--- config.mk ---
export PLATFORM = sky130hd
export DESIGN_NAME = three_alarm_clock_with_snooze
export DESIGN_NICKNAME = d
export VERILOG_FILES = /design/src/rtl/core/acws_pkg.sv /design/src/rtl/core/acws_csr.sv /design/src/rtl/core/acws_alarm.sv /design/src/rtl/core/three_alarm_clock_with_snooze.sv
export SDC_FILE = /design/constraint.sdc
export NUM_CORES = 1
export LEC_CHECK = 0
export ABC_AREA = 1
export BUFFER_PORTS_ARGS = -buffer_cell sky130_fd_sc_hd__buf_2
export CORE_ASPECT_RATIO = 0.8
export CORE_MARGIN = 2
export CORE_UTILIZATION = 43
export DETAILED_ROUTE_END_ITERATION = 16
export PLACE_DENSITY = 0.7
export SETUP_SLACK_MARGIN = 0.3
export SYNTH_ARGS = -nofsm -noshare
export SYNTH_HDL_FRONTEND = slang
export SYNTH_SLANG_ARGS = --single-unit
export TNS_END_PERCENT = 30
--- constraint.sdc ---
create_clock -name clock -period 8.39 [get_ports clock]
set_input_delay 1.678 -clock clock [delete_from_list [all_inputs] [get_ports clock]]
set_output_delay 1.678 -clock clock [all_outputs]
set_load 0.02 [all_outputs]
--- src/rtl/core/acws_pkg.sv ---
// ---------------------------------------------------------------------------
// acws_pkg
// shared types, constants and helpers of the three-alarm clock with snooze
// ---------------------------------------------------------------------------
`default_nettype none

package acws_pkg;

   localparam int TimeWidth   = 11;
   localparam int RemWidth    = 14;
   localparam int OneRemWidth = 11;
   localparam int CountWidth  = 3;
   localparam int NumAlarms   = 3;
   localparam int AddrWidth   = 5;

   localparam logic [TimeWidth-1:0] DayMinutes  = 11'd1440;
   localparam logic [TimeWidth-1:0] LastMinute  = 11'd1439;
   localparam logic [4:0]           LastHour    = 5'd23;
   localparam logic [5:0]           LastMin     = 6'd59;
   localparam logic [5:0]           HourMinutes = 6'd60;
   localparam logic [CountWidth-1:0] CountMax   = 3'd7;

   localparam int DEFAULT_SNOOZE_MINUTES = 5;
   localparam int DEFAULT_SNOOZE_LIMIT   = 3;

   // days from a weekday (monday .. friday) to the next weekend alarm day
   localparam logic [2:0] WEEKEND_DAYS_AHEAD [5] = '{3'd5, 3'd4, 3'd3, 3'd2, 3'd1};

   // alarm indexes
   localparam logic [1:0] ALARM_WEEKEND = 2'd0;
   localparam logic [1:0] ALARM_WEEKDAY = 2'd1;
   localparam logic [1:0] ALARM_ONEOFF  = 2'd2;

   // transaction kinds
   typedef enum logic [1:0] {
      KIND_TICK   = 2'd0,
      KIND_STOP   = 2'd1,
      KIND_SNOOZE = 2'd2,
      KIND_ARM    = 2'd3
   } kind_type;

   // register byte addresses
   typedef enum logic [AddrWidth-1:0] {
      REG_WEEKEND_ENABLE = 5'd0,
      REG_WEEKEND_TIME   = 5'd4,
      REG_WEEKDAY_ENABLE = 5'd8,
      REG_WEEKDAY_TIME   = 5'd12,
      REG_ONEOFF_TIME    = 5'd16,
      REG_NIGHT_MORNING  = 5'd20,
      REG_NIGHT_EVENING  = 5'd24
   } reg_addr_type;

   // per-alarm operation for one transaction
   typedef enum logic [2:0] {
      OP_HOLD   = 3'd0,
      OP_RUN    = 3'd1,
      OP_CLEAR  = 3'd2,
      OP_STOP   = 3'd3,
      OP_SNOOZE = 3'd4
   } alarm_op_type;

   typedef struct packed {
      logic                 step;
      alarm_op_type         op;
      logic [TimeWidth-1:0] now;
      logic [TimeWidth-1:0] alarm_time;
   } alarm_cmd_type;

   typedef struct packed {
      logic                 fired;
      logic                 limit_hit;
      logic [TimeWidth-1:0] match_time;
   } alarm_status_type;

   typedef struct packed {
      logic                 weekend_enable;
      logic [TimeWidth-1:0] weekend_time;
      logic                 weekday_enable;
      logic [TimeWidth-1:0] weekday_time;
      logic [TimeWidth-1:0] oneoff_time;
      logic [4:0]           night_morning_hour;
      logic [4:0]           night_evening_hour;
   } cfg_type;

   function automatic logic [TimeWidth-1:0] sat_time(input logic [TimeWidth-1:0] t);
      sat_time = (t > LastMinute) ? LastMinute : t;
   endfunction

   // minutes from now until alarm time t, days whole days later
   function automatic logic [RemWidth-1:0] ahead(input logic [2:0] days,
                                                 input logic [TimeWidth-1:0] t,
                                                 input logic [TimeWidth-1:0] now);
      logic [RemWidth-1:0] day_part;
      day_part = RemWidth'(days) * RemWidth'(DayMinutes);
      ahead = day_part + RemWidth'(t) - RemWidth'(now);
   endfunction

endpackage

`default_nettype wire

--- src/rtl/core/acws_csr.sv ---
// ---------------------------------------------------------------------------
// acws_csr
// configuration register file behind the apb-style port
// ---------------------------------------------------------------------------
`default_nettype none

module acws_csr (
   input  wire logic                           clock,
   input  wire logic                           reset,
   input  wire logic                           csr_psel,
   input  wire logic                           csr_penable,
   input  wire logic                           csr_pwrite,
   input  wire logic [acws_pkg::AddrWidth-1:0] csr_paddr,
   input  wire logic [31:0]                    csr_pwdata,
   output logic      [31:0]                    csr_prdata,
   output logic                                csr_pready,
   output acws_pkg::cfg_type                   cfg
);

   acws_pkg::cfg_type cfg_ff, cfg_in;
   logic              wr_en;

   assign csr_pready = 1'b1;
   assign wr_en      = csr_psel & csr_penable & csr_pwrite;

   always_comb begin
      cfg_in = cfg_ff;
      if (wr_en) begin
         case (csr_paddr)
            acws_pkg::REG_WEEKEND_ENABLE: cfg_in.weekend_enable     = csr_pwdata[0];
            acws_pkg::REG_WEEKEND_TIME:   cfg_in.weekend_time       = csr_pwdata[10:0];
            acws_pkg::REG_WEEKDAY_ENABLE: cfg_in.weekday_enable     = csr_pwdata[0];
            acws_pkg::REG_WEEKDAY_TIME:   cfg_in.weekday_time       = csr_pwdata[10:0];
            acws_pkg::REG_ONEOFF_TIME:    cfg_in.oneoff_time        = csr_pwdata[10:0];
            acws_pkg::REG_NIGHT_MORNING:  cfg_in.night_morning_hour = csr_pwdata[4:0];
            acws_pkg::REG_NIGHT_EVENING:  cfg_in.night_evening_hour = csr_pwdata[4:0];
            default: ;
         endcase
      end
   end

   always_ff @(posedge clock) begin
      if (reset) begin
         cfg_ff <= '{weekend_enable:     1'b0,
                     weekend_time:       '0,
                     weekday_enable:     1'b0,
                     weekday_time:       '0,
                     oneoff_time:        '0,
                     night_morning_hour: 5'd7,
                     night_evening_hour: 5'd22};
      end else begin
         cfg_ff <= cfg_in;
      end
   end

   always_comb begin
      case (csr_paddr)
         acws_pkg::REG_WEEKEND_ENABLE: csr_prdata = 32'(cfg_ff.weekend_enable);
         acws_pkg::REG_WEEKEND_TIME:   csr_prdata = 32'(cfg_ff.weekend_time);
         acws_pkg::REG_WEEKDAY_ENABLE: csr_prdata = 32'(cfg_ff.weekday_enable);
         acws_pkg::REG_WEEKDAY_TIME:   csr_prdata = 32'(cfg_ff.weekday_time);
         acws_pkg::REG_ONEOFF_TIME:    csr_prdata = 32'(cfg_ff.oneoff_time);
         acws_pkg::REG_NIGHT_MORNING:  csr_prdata = 32'(cfg_ff.night_morning_hour);
         acws_pkg::REG_NIGHT_EVENING:  csr_prdata = 32'(cfg_ff.night_evening_hour);
         default:                      csr_prdata = '0;
      endcase
   end

   assign cfg = cfg_ff;

endmodule

`default_nettype wire

--- src/rtl/core/acws_alarm.sv ---
// ---------------------------------------------------------------------------
// acws_alarm
// one alarm record: snooze, fired flag, snooze count and base, with match
// ---------------------------------------------------------------------------
`default_nettype none

module acws_alarm #(
   parameter int SNOOZE_MINUTES = acws_pkg::DEFAULT_SNOOZE_MINUTES,
   parameter int SNOOZE_LIMIT   = acws_pkg::DEFAULT_SNOOZE_LIMIT
) (
   input  wire logic                    clock,
   input  wire logic                    reset,
   input  wire acws_pkg::alarm_cmd_type cmd,
   output acws_pkg::alarm_status_type   status
);

   logic                                 pending_ff, pending_in;
   logic                                 fired_ff, fired_in;
   logic [acws_pkg::CountWidth-1:0]      count_ff, count_in;
   logic [acws_pkg::TimeWidth-1:0]       base_ff, base_in;
   logic [acws_pkg::TimeWidth-1:0]       snooze_sum;
   logic [acws_pkg::TimeWidth-1:0]       snooze_time;
   logic                                 limit_hit;
   logic                                 pending_run;
   logic [acws_pkg::TimeWidth-1:0]       match_time;
   logic                                 hit;
   logic                                 fire;

   // snoozed target wraps past midnight
   assign snooze_sum  = base_ff + acws_pkg::TimeWidth'(SNOOZE_MINUTES);
   assign snooze_time = (snooze_sum >= acws_pkg::DayMinutes) ?
                        snooze_sum - acws_pkg::DayMinutes : snooze_sum;
   assign limit_hit   = pending_ff && (count_ff >= acws_pkg::CountWidth'(SNOOZE_LIMIT));
   assign pending_run = pending_ff && !limit_hit;
   assign match_time  = pending_ff ? snooze_time : cmd.alarm_time;
   assign hit         = (cmd.now == match_time);
   assign fire        = (cmd.op == acws_pkg::OP_RUN) && hit && !fired_ff;

   always_comb begin
      pending_in = pending_ff;
      fired_in   = fired_ff;
      count_in   = count_ff;
      base_in    = base_ff;
      case (cmd.op)
         acws_pkg::OP_RUN: begin
            pending_in = pending_run;
            fired_in   = hit;
            if (fire && pending_run && (count_ff < acws_pkg::CountMax)) begin
               count_in = count_ff + 1'b1;
            end
         end
         acws_pkg::OP_CLEAR: begin
            pending_in = 1'b0;
            fired_in   = 1'b0;
            count_in   = acws_pkg::CountWidth'(1);
            base_in    = '0;
         end
         acws_pkg::OP_STOP: begin
            pending_in = 1'b0;
            count_in   = acws_pkg::CountWidth'(1);
         end
         acws_pkg::OP_SNOOZE: begin
            pending_in = 1'b1;
            base_in    = cmd.now;
         end
         default: ;
      endcase
   end

   always_ff @(posedge clock) begin
      if (reset) begin
         pending_ff <= 1'b0;
         fired_ff   <= 1'b0;
         count_ff   <= acws_pkg::CountWidth'(1);
         base_ff    <= '0;
      end else if (cmd.step) begin
         pending_ff <= pending_in;
         fired_ff   <= fired_in;
         count_ff   <= count_in;
         base_ff    <= base_in;
      end
   end

   assign status.fired      = fire;
   assign status.limit_hit  = (cmd.op == acws_pkg::OP_RUN) && limit_hit;
   assign status.match_time = (cmd.op == acws_pkg::OP_RUN) ? match_time : cmd.alarm_time;

endmodule

`default_nettype wire

--- src/rtl/core/three_alarm_clock_with_snooze.sv ---
// ---------------------------------------------------------------------------
// three_alarm_clock_with_snooze
// weekend, weekday and one-off alarms with snooze, night flag and countdowns
// ---------------------------------------------------------------------------
// request accept into the input register, then one combinational pass
//   into the response register; throughput: one transaction per cycle,
//   set by the single update pass, while rsp_tready drains the response
// reset: synchronous active high; clears alarm records, ringing state,
//   held countdowns and the night flag, loads the register defaults
`default_nettype none

module three_alarm_clock_with_snooze #(
   parameter int SNOOZE_MINUTES = acws_pkg::DEFAULT_SNOOZE_MINUTES,
   parameter int SNOOZE_LIMIT   = acws_pkg::DEFAULT_SNOOZE_LIMIT
) (
   input  wire logic                           clock,
   input  wire logic                           reset,
   // request channel
   input  wire logic                           req_tvalid,
   output logic                                req_tready,
   // hour[4:0], minute[10:5], weekday[13:11], arm_value[14], zero[15]
   input  wire logic [15:0]                    req_tdata,
   // kind[1:0]
   input  wire logic [1:0]                     req_tuser,
   // response channel
   output logic                                rsp_tvalid,
   input  wire logic                           rsp_tready,
   // ringing[0], ring_started[1], active_alarm[3:2], is_night[4],
   // oneoff_armed_out[5], weekend_remaining[19:6], weekday_remaining[33:20],
   // oneoff_remaining[44:34], zero[47:45]
   output logic      [47:0]                    rsp_tdata,
   // configuration port
   input  wire logic                           csr_psel,
   input  wire logic                           csr_penable,
   input  wire logic                           csr_pwrite,
   input  wire logic [acws_pkg::AddrWidth-1:0] csr_paddr,
   input  wire logic [31:0]                    csr_pwdata,
   output logic      [31:0]                    csr_prdata,
   output logic                                csr_pready
);

   localparam int NA = acws_pkg::NumAlarms;

   // ---------------------------------------------------------------- config
   acws_pkg::cfg_type cfg;

   acws_csr u_csr (
      .clock       (clock),
      .reset       (reset),
      .csr_psel    (csr_psel),
      .csr_penable (csr_penable),
      .csr_pwrite  (csr_pwrite),
      .csr_paddr   (csr_paddr),
      .csr_pwdata  (csr_pwdata),
      .csr_prdata  (csr_prdata),
      .csr_pready  (csr_pready),
      .cfg         (cfg)
   );

   // ------------------------------------------------------- pipeline control
   logic        in_valid_ff, in_valid_in;
   logic [15:0] in_data_ff;
   logic [1:0]  in_kind_ff;
   logic        out_valid_ff, out_valid_in;
   logic        advance;

   // the update pass runs when the input stage holds a transaction and the
   // response register is free or being drained this cycle
   assign advance      = in_valid_ff && (!out_valid_ff || rsp_tready);
   assign req_tready   = !in_valid_ff || advance;
   assign in_valid_in  = req_tready ? req_tvalid : in_valid_ff;
   assign out_valid_in = advance ? 1'b1 : (out_valid_ff && !rsp_tready);

   always_ff @(posedge clock) begin
      if (reset) begin
         in_valid_ff  <= 1'b0;
         out_valid_ff <= 1'b0;
      end else begin
         in_valid_ff  <= in_valid_in;
         out_valid_ff <= out_valid_in;
      end
   end

   always_ff @(posedge clock) begin
      if (req_tready && req_tvalid) begin
         in_data_ff <= req_tdata;
         in_kind_ff <= req_tuser;
      end
   end

   // ------------------------------------------------------ field decode
   acws_pkg::kind_type             kind;
   logic [4:0]                     hour;
   logic [5:0]                     minute;
   logic [2:0]                     wd;
   logic                           arm_value;
   logic [acws_pkg::TimeWidth-1:0] now;
   logic                           weekend_day;
   logic                           is_tick;

   // out-of-range time fields saturate, weekday 7 reads as sunday
   assign kind      = acws_pkg::kind_type'(in_kind_ff);
   assign hour      = (in_data_ff[4:0] > acws_pkg::LastHour) ? acws_pkg::LastHour
                                                             : in_data_ff[4:0];
   assign minute    = (in_data_ff[10:5] > acws_pkg::LastMin) ? acws_pkg::LastMin
                                                             : in_data_ff[10:5];
   assign wd        = (in_data_ff[13:11] == 3'd7) ? 3'd0 : in_data_ff[13:11];
   assign arm_value = in_data_ff[14];
   assign now       = acws_pkg::TimeWidth'(hour) * acws_pkg::TimeWidth'(acws_pkg::HourMinutes)
                    + acws_pkg::TimeWidth'(minute);
   assign weekend_day = (wd == 3'd0) || (wd == 3'd6);
   assign is_tick     = (kind == acws_pkg::KIND_TICK);

   // ------------------------------------------------------- alarm records
   logic                           ringing_ff, ringing_in;
   logic [1:0]                     current_ff, current_in;
   logic                           armed_ff, armed_in;
   logic                           night_ff, night_in;
   logic [acws_pkg::RemWidth-1:0]  rem_we_ff, rem_we_in;
   logic [acws_pkg::RemWidth-1:0]  rem_wd_ff, rem_wd_in;
   logic [acws_pkg::OneRemWidth-1:0] rem_oo_ff, rem_oo_in;

   acws_pkg::alarm_cmd_type    cmd    [NA];
   acws_pkg::alarm_status_type status [NA];
   logic [acws_pkg::TimeWidth-1:0] cfg_time [NA];
   logic [NA-1:0]              enabled;
   logic [NA-1:0]              day_active;
   logic [1:0]                 snooze_target;

   assign cfg_time[0] = acws_pkg::sat_time(cfg.weekend_time);
   assign cfg_time[1] = acws_pkg::sat_time(cfg.weekday_time);
   assign cfg_time[2] = acws_pkg::sat_time(cfg.oneoff_time);
   assign enabled     = {armed_ff, cfg.weekday_enable, cfg.weekend_enable};
   assign day_active  = {1'b1, !weekend_day, weekend_day};
   // a current index above one-off snoozes the one-off alarm
   assign snooze_target = (current_ff > acws_pkg::ALARM_ONEOFF) ? acws_pkg::ALARM_ONEOFF
                                                               : current_ff;

   for (genvar i = 0; i < NA; i++) begin : g_alarm
      always_comb begin
         cmd[i].step       = advance;
         cmd[i].now        = now;
         cmd[i].alarm_time = cfg_time[i];
         case (kind)
            acws_pkg::KIND_TICK: begin
               if (!enabled[i]) begin
                  cmd[i].op = acws_pkg::OP_CLEAR;
               end else if (day_active[i]) begin
                  cmd[i].op = acws_pkg::OP_RUN;
               end else begin
                  cmd[i].op = acws_pkg::OP_HOLD;
               end
            end
            acws_pkg::KIND_STOP:   cmd[i].op = acws_pkg::OP_STOP;
            acws_pkg::KIND_SNOOZE: begin
               cmd[i].op = (snooze_target == 2'(i)) ? acws_pkg::OP_SNOOZE
                                                    : acws_pkg::OP_HOLD;
            end
            default:               cmd[i].op = acws_pkg::OP_HOLD;
         endcase
      end

      acws_alarm #(
         .SNOOZE_MINUTES (SNOOZE_MINUTES),
         .SNOOZE_LIMIT   (SNOOZE_LIMIT)
      ) u_alarm (
         .clock  (clock),
         .reset  (reset),
         .cmd    (cmd[i]),
         .status (status[i])
      );
   end

   // ---------------------------------------------------- countdown days
   logic [acws_pkg::TimeWidth-1:0] t_we, t_wd, t_oo;
   logic [2:0]                     days_we, days_wd, days_oo;

   assign t_we = status[0].match_time;
   assign t_wd = status[1].match_time;
   assign t_oo = status[2].match_time;

   // an alarm time equal to now counts as already passed today
   always_comb begin
      case (wd)
         3'd0:    days_we = (now >= t_we) ? 3'd6 : 3'd0;
         3'd6:    days_we = (now >= t_we) ? 3'd1 : 3'd0;
         default: days_we = acws_pkg::WEEKEND_DAYS_AHEAD[wd - 3'd1];
      endcase
   end

   always_comb begin
      case (wd)
         3'd5:    days_wd = (now >= t_wd) ? 3'd3 : 3'd0;
         3'd6:    days_wd = 3'd2;
         3'd0:    days_wd = 3'd1;
         default: days_wd = (now >= t_wd) ? 3'd1 : 3'd0;
      endcase
   end

   assign days_oo = (now >= t_oo) ? 3'd1 : 3'd0;

   // ------------------------------------------------------ shared state
   always_comb begin
      ringing_in = ringing_ff;
      current_in = current_ff;
      armed_in   = armed_ff;
      night_in   = night_ff;
      rem_we_in  = rem_we_ff;
      rem_wd_in  = rem_wd_ff;
      rem_oo_in  = rem_oo_ff;
      case (kind)
         acws_pkg::KIND_TICK: begin
            night_in  = (hour <= cfg.night_morning_hour) ||
                        (hour >= cfg.night_evening_hour);
            rem_we_in = cfg.weekend_enable ? acws_pkg::ahead(days_we, t_we, now) : '0;
            rem_wd_in = cfg.weekday_enable ? acws_pkg::ahead(days_wd, t_wd, now) : '0;
            rem_oo_in = armed_ff ?
                        acws_pkg::OneRemWidth'(acws_pkg::ahead(days_oo, t_oo, now)) : '0;
            if (status[0].fired || status[1].fired || status[2].fired) begin
               ringing_in = 1'b1;
            end
            // later alarm in weekend, weekday, one-off order wins
            if (status[2].fired) begin
               current_in = acws_pkg::ALARM_ONEOFF;
            end else if (status[1].fired) begin
               current_in = acws_pkg::ALARM_WEEKDAY;
            end else if (status[0].fired) begin
               current_in = acws_pkg::ALARM_WEEKEND;
            end
            // one-off disarms once it fires or runs out of snoozes
            if (status[2].fired || status[2].limit_hit) begin
               armed_in = 1'b0;
            end
         end
         acws_pkg::KIND_STOP: begin
            if (current_ff == acws_pkg::ALARM_ONEOFF) begin
               armed_in = 1'b0;
            end
            current_in = acws_pkg::ALARM_WEEKEND;
            ringing_in = 1'b0;
         end
         acws_pkg::KIND_SNOOZE: begin
            if (snooze_target == acws_pkg::ALARM_ONEOFF) begin
               armed_in = 1'b1;
            end
            ringing_in = 1'b0;
         end
         default: armed_in = arm_value;
      endcase
   end

   always_ff @(posedge clock) begin
      if (reset) begin
         ringing_ff <= 1'b0;
         current_ff <= acws_pkg::ALARM_WEEKEND;
         armed_ff   <= 1'b0;
         night_ff   <= 1'b0;
         rem_we_ff  <= '0;
         rem_wd_ff  <= '0;
         rem_oo_ff  <= '0;
      end else if (advance) begin
         ringing_ff <= ringing_in;
         current_ff <= current_in;
         armed_ff   <= armed_in;
         night_ff   <= night_in;
         rem_we_ff  <= rem_we_in;
         rem_wd_ff  <= rem_wd_in;
         rem_oo_ff  <= rem_oo_in;
      end
   end

   // ------------------------------------------------- response register
   logic [47:0] rsp_data_ff, rsp_data_in;
   logic        started;

   assign started = is_tick && (status[0].fired || status[1].fired || status[2].fired);

   assign rsp_data_in = {3'b000, rem_oo_in, rem_wd_in, rem_we_in, armed_in,
                         night_in, current_in, started, ringing_in};

   always_ff @(posedge clock) begin
      if (advance) begin
         rsp_data_ff <= rsp_data_in;
      end
   end

   assign rsp_tvalid = out_valid_ff;
   assign rsp_tdata  = rsp_data_ff;

endmodule

`default_nettype wire
==> qor.csv <==
metric;value;unit
status;finished clean;
via count;13971;
routed vias/inst;5.268;
Clock Power Share;24.0;%
Yosys warnings;0;
Int Power;2.497;mW
Iter 0 DRT Violations;1255;
clock transition at the registers of the reported paths;0.06;ns
WL final;43.38;mm
1st-pass router iterations;6;
Rows;60;
worst skew pair latency;0.56;ns
starting density of the core;43.92;%
CP peak stage delay;0.56;ns
arrival time of the worst setup path;8.10;ns
antenna cells;0;
RR Startpoint;in_data_ff[3]$_DFFE_PP_;
total clock buffers created by CTS;23;
DP Wirelength;32.73;mm
I/O Buffers;97;
Worst Setup Start Kind;register;
slowest CP cell;fa_1;
combinational power share;52.3;%
hold_sp;rem_we_ff[0]$_SDFFE_PP0P_;
# clock sinks;201;
largest net degree at the start of global routing;86;
Tightest Pin Transition;1.207;ns
worst path required time;8.78;ns
Area after DPL;0.01586;sq mm
Crit Path Category;register to register;
R2R cell count;42;
peak supply drop;0.1626;mV
Final Max Tran Viols;0;
Sw Share;43.19;%
synthesized area;0.01487;sq mm
pwr dens;261.2;mW/mm^2
global-route usage over all layers;24.03;%
sw power;1.898;mW
number of global-route vias before repair;13067;
Max Buffers Root-to-Sink;3;
core box area;0.03386;sq mm
Fin. Hold Viols;0;
Rel. slew slack;18.78;%
Hold Crit Class;register to register;
Seq/Total Area, Yosys;31.23;%
P_leak;7.595;nW
TritonCTS clock tree;built;
die area;0.03610;sq mm
clk_skew;0.02161;ns
syn avg cell area;7.194;sq um
initial antenna violation count;0;
count of flip-flops with a built-in enable after synthesis;62;
Final Util;49.70;%
RSZ-0062 raised after global routing;yes;
Hold EP;rem_we_ff[0]$_SDFFE_PP0P_;
hold depth;2;
setup_tns;0;ns
Post-synth ARST share;0;%
Routed Antenna Nets;0;
Max FO, Critical Path;8;
Max Cap Viol;0;
post-DR wirelength/cell;16.36;um
Reg2Reg Capture Point;rem_we_ff[11]$_SDFFE_PP0P_;
CP Capture Type;register;
Final Setup Violations;0;
fmax;0.1298;GHz
#FFs+latches synth;201;
clk root buf;clkbuf_16;
gpl congestion;0.9594;
fin crit period;7.706;ns
Die H;170.3;um
DRC violations left;0;
final non-filler cell area;0.01683;sq mm
area grow syn2layout;13.15;%
Yosys cell types;60;
IO Count;145;
R2R Setup Slk;0.68;ns
layout cell share with drive strength beyond 1;12.35;%
first-pass GRT wire length;68.39;mm
Primary FF master, synth;dfxtp_1;
grt ovf;0;
most used cell, CP;inv_1;
Synth Instances;2067;
# H-tree levels;1;
Seq pwr share;23.7;%
fin nets;2389;
die width;211.9;um
final period utilization;91.85;%
[sequential cells by signal, summed over array words and instances, names as in the netlist]
name and cells:
night_ff 1, u_csr.cfg 45, rsp_tvalid 1, g_alarm.u_alarm.pending_ff 3
rsp_tdata 45, g_alarm.u_alarm.fired_ff 3, g_alarm.u_alarm.base_ff 33, in_kind_ff 2
g_alarm.u_alarm.count_ff 9, rem_oo_ff 11, in_data_ff 15, current_ff 2
rem_we_ff 14, rem_wd_ff 14, ringing_ff 1, armed_ff 1
in_valid_ff 1
[cells by family (layout without fill, tap and decap cells)]
kind of cell    after synthesis  count (layout)  synth area share (%)
xor+xnor                     48              48                 3.155
fa+ha+maj                   157             157                 14.42
compound gates              415             415                 15.89
buf+inv                     377             474                 10.21
simple gates                867             867                 25.04
other cells                   2              25               0.05050
flops                       201             201                 31.23
[worst max-delay path by stage]
stage / startpoint / end / cells past startpoint
after floorplan: in_data_ff[4]$_DFFE_PP_ / rem_we_ff[11]$_SDFFE_PP0P_ / 43
after global placement: in_data_ff[3]$_DFFE_PP_ / rem_we_ff[11]$_SDFFE_PP0P_ / 42
after detailed placement: in_data_ff[4]$_DFFE_PP_ / rem_we_ff[11]$_SDFFE_PP0P_ / 42
after CTS: in_data_ff[4]$_DFFE_PP_ / rem_we_ff[11]$_SDFFE_PP0P_ / 42
after global routing: in_data_ff[3]$_DFFE_PP_ / rem_we_ff[11]$_SDFFE_PP0P_ / 42
final: in_data_ff[3]$_DFFE_PP_ / rem_we_ff[11]$_SDFFE_PP0P_ / 42
[layer usage]
metal  vias to the layer above  GRT usage, %  wire length (um)  part of all wire, %
met4                         0         8.359              1591                  3.7
met1                      6466         32.43             19280                   44
li1                       6924             -                 -                    -
met5                         -             0                 0                    0
met2                       485         39.20             19380                   45
met3                        96         3.580              3118                  7.2
[layout by cell type, fill, tap and decap left out, drive strengths merged, types with 12 or more instances in the layout]
cell type and instances:
a21oi 162, ha 133, o211ai 17, nor3 18, nor2 182, inv 293, nand3 100, clkbuf 28
buf 137, xnor2 14, or2 21, nand2 509, conb 25, edfxtp 62, clkinv 12, dfxtp 139
o21bai 12, o21ai 160, fa 24, xor2 34, nand4 26
[power by group through the flow]
| stage | Clock [mW] | Combinational [mW] | Sequential (mW) |
|---|---|---|---|
| global route | 1.11 | 2.60 | 1.04 |
| CTS | 1.07 | 2.16 | 1.04 |
| global placement | 0 | 2.11 | 1.06 |
| detailed placement | 0 | 2.14 | 1.06 |
| finish | 1.05 | 2.30 | 1.04 |
| floorplan | 0 | 1.52 | 1.07 |
[cells in the mapped netlist (4+ instances only)]
cell type  instances  area share (%)
inv_1            287             7.2
o211ai_1          16            0.81
clkinv_1           5            0.13
fa_1              24             3.2
a31oi_1            9            0.38
nand2_4            4            0.30
nand2_1          492              12
nand3b_1           6            0.30
or2_2             19            0.80
a32o_1            10            0.67
nand2_2           13            0.55
dfxtp_1          139              19
a221oi_1           4            0.24
xor2_1            30             1.8
a21o_1             5            0.25
nor2_1           168             4.2
nand3_2            7            0.47
nor3_1            16            0.54
a22o_1             8            0.47
nand4_1           24             1.0
xor2_2             4            0.44
o221ai_1           6            0.35
o21ai_0          149             5.0
o22ai_1            6            0.25
o21bai_1          11            0.56
a21oi_1          162             5.5
o31ai_1            5            0.25
buf_1              4            0.10
ha_1             133              11
buf_4             26             1.3
clkbuf_1          49             1.2
o21ai_1            9            0.30
edfxtp_1          62              13
xnor2_1           13            0.77
nor2_2            13            0.55
o21a_1             4            0.20
nand3_1           93             3.1
[critical path, delay by kind of cell, from the launching register on]
kind                     cells  cell delay [ns]
adder cells (fa/ha/maj)      9             3.48
AND/OR/NAND/NOR             14             1.46
flip-flops                   1             0.39
AO/OA/AOI/OAI               10             1.48
buffers and inverters        8             0.56
XOR/XNOR                     1             0.19
[cell type report]
type                            count  area, sq um
Clock buffer                       28        625.6
Inverter                          295         1112
Timing Repair Buffer              137        810.8
Sequential cell                   201         4644
Clock inverter                     14        153.9
Fill cell                        3308        17030
Multi-Input combinational cell   1512         8897
Tap cell                          465        581.8
[per-stage QoR]
stage | power (mW) | hold slack [ns] | cells | worst slack [ns]
5_1_grt | 4.746 | 0.4825 | 2652 | 0.1917
6_report | 4.395 | 0.4636 | 2652 | 0.6838
2_1_floorplan | 2.593 | 0.4438 | 2090 | 0.5240
4_1_cts | 4.276 | 0.4660 | 2643 | 0.5021
3_5_place_dp | 3.207 | 0.4558 | 2601 | 0.5443
3_3_place_gp | 3.171 | 0.4518 | 2601 | 0.6020
[repair_timing]
action                     4_1_cts  5_1_grt
hold buffers                     0        0
buffers inserted                 0        9
resized for setup                0       23
setup endpoints to repair        0       20
(Power assumes the default switching activity.)
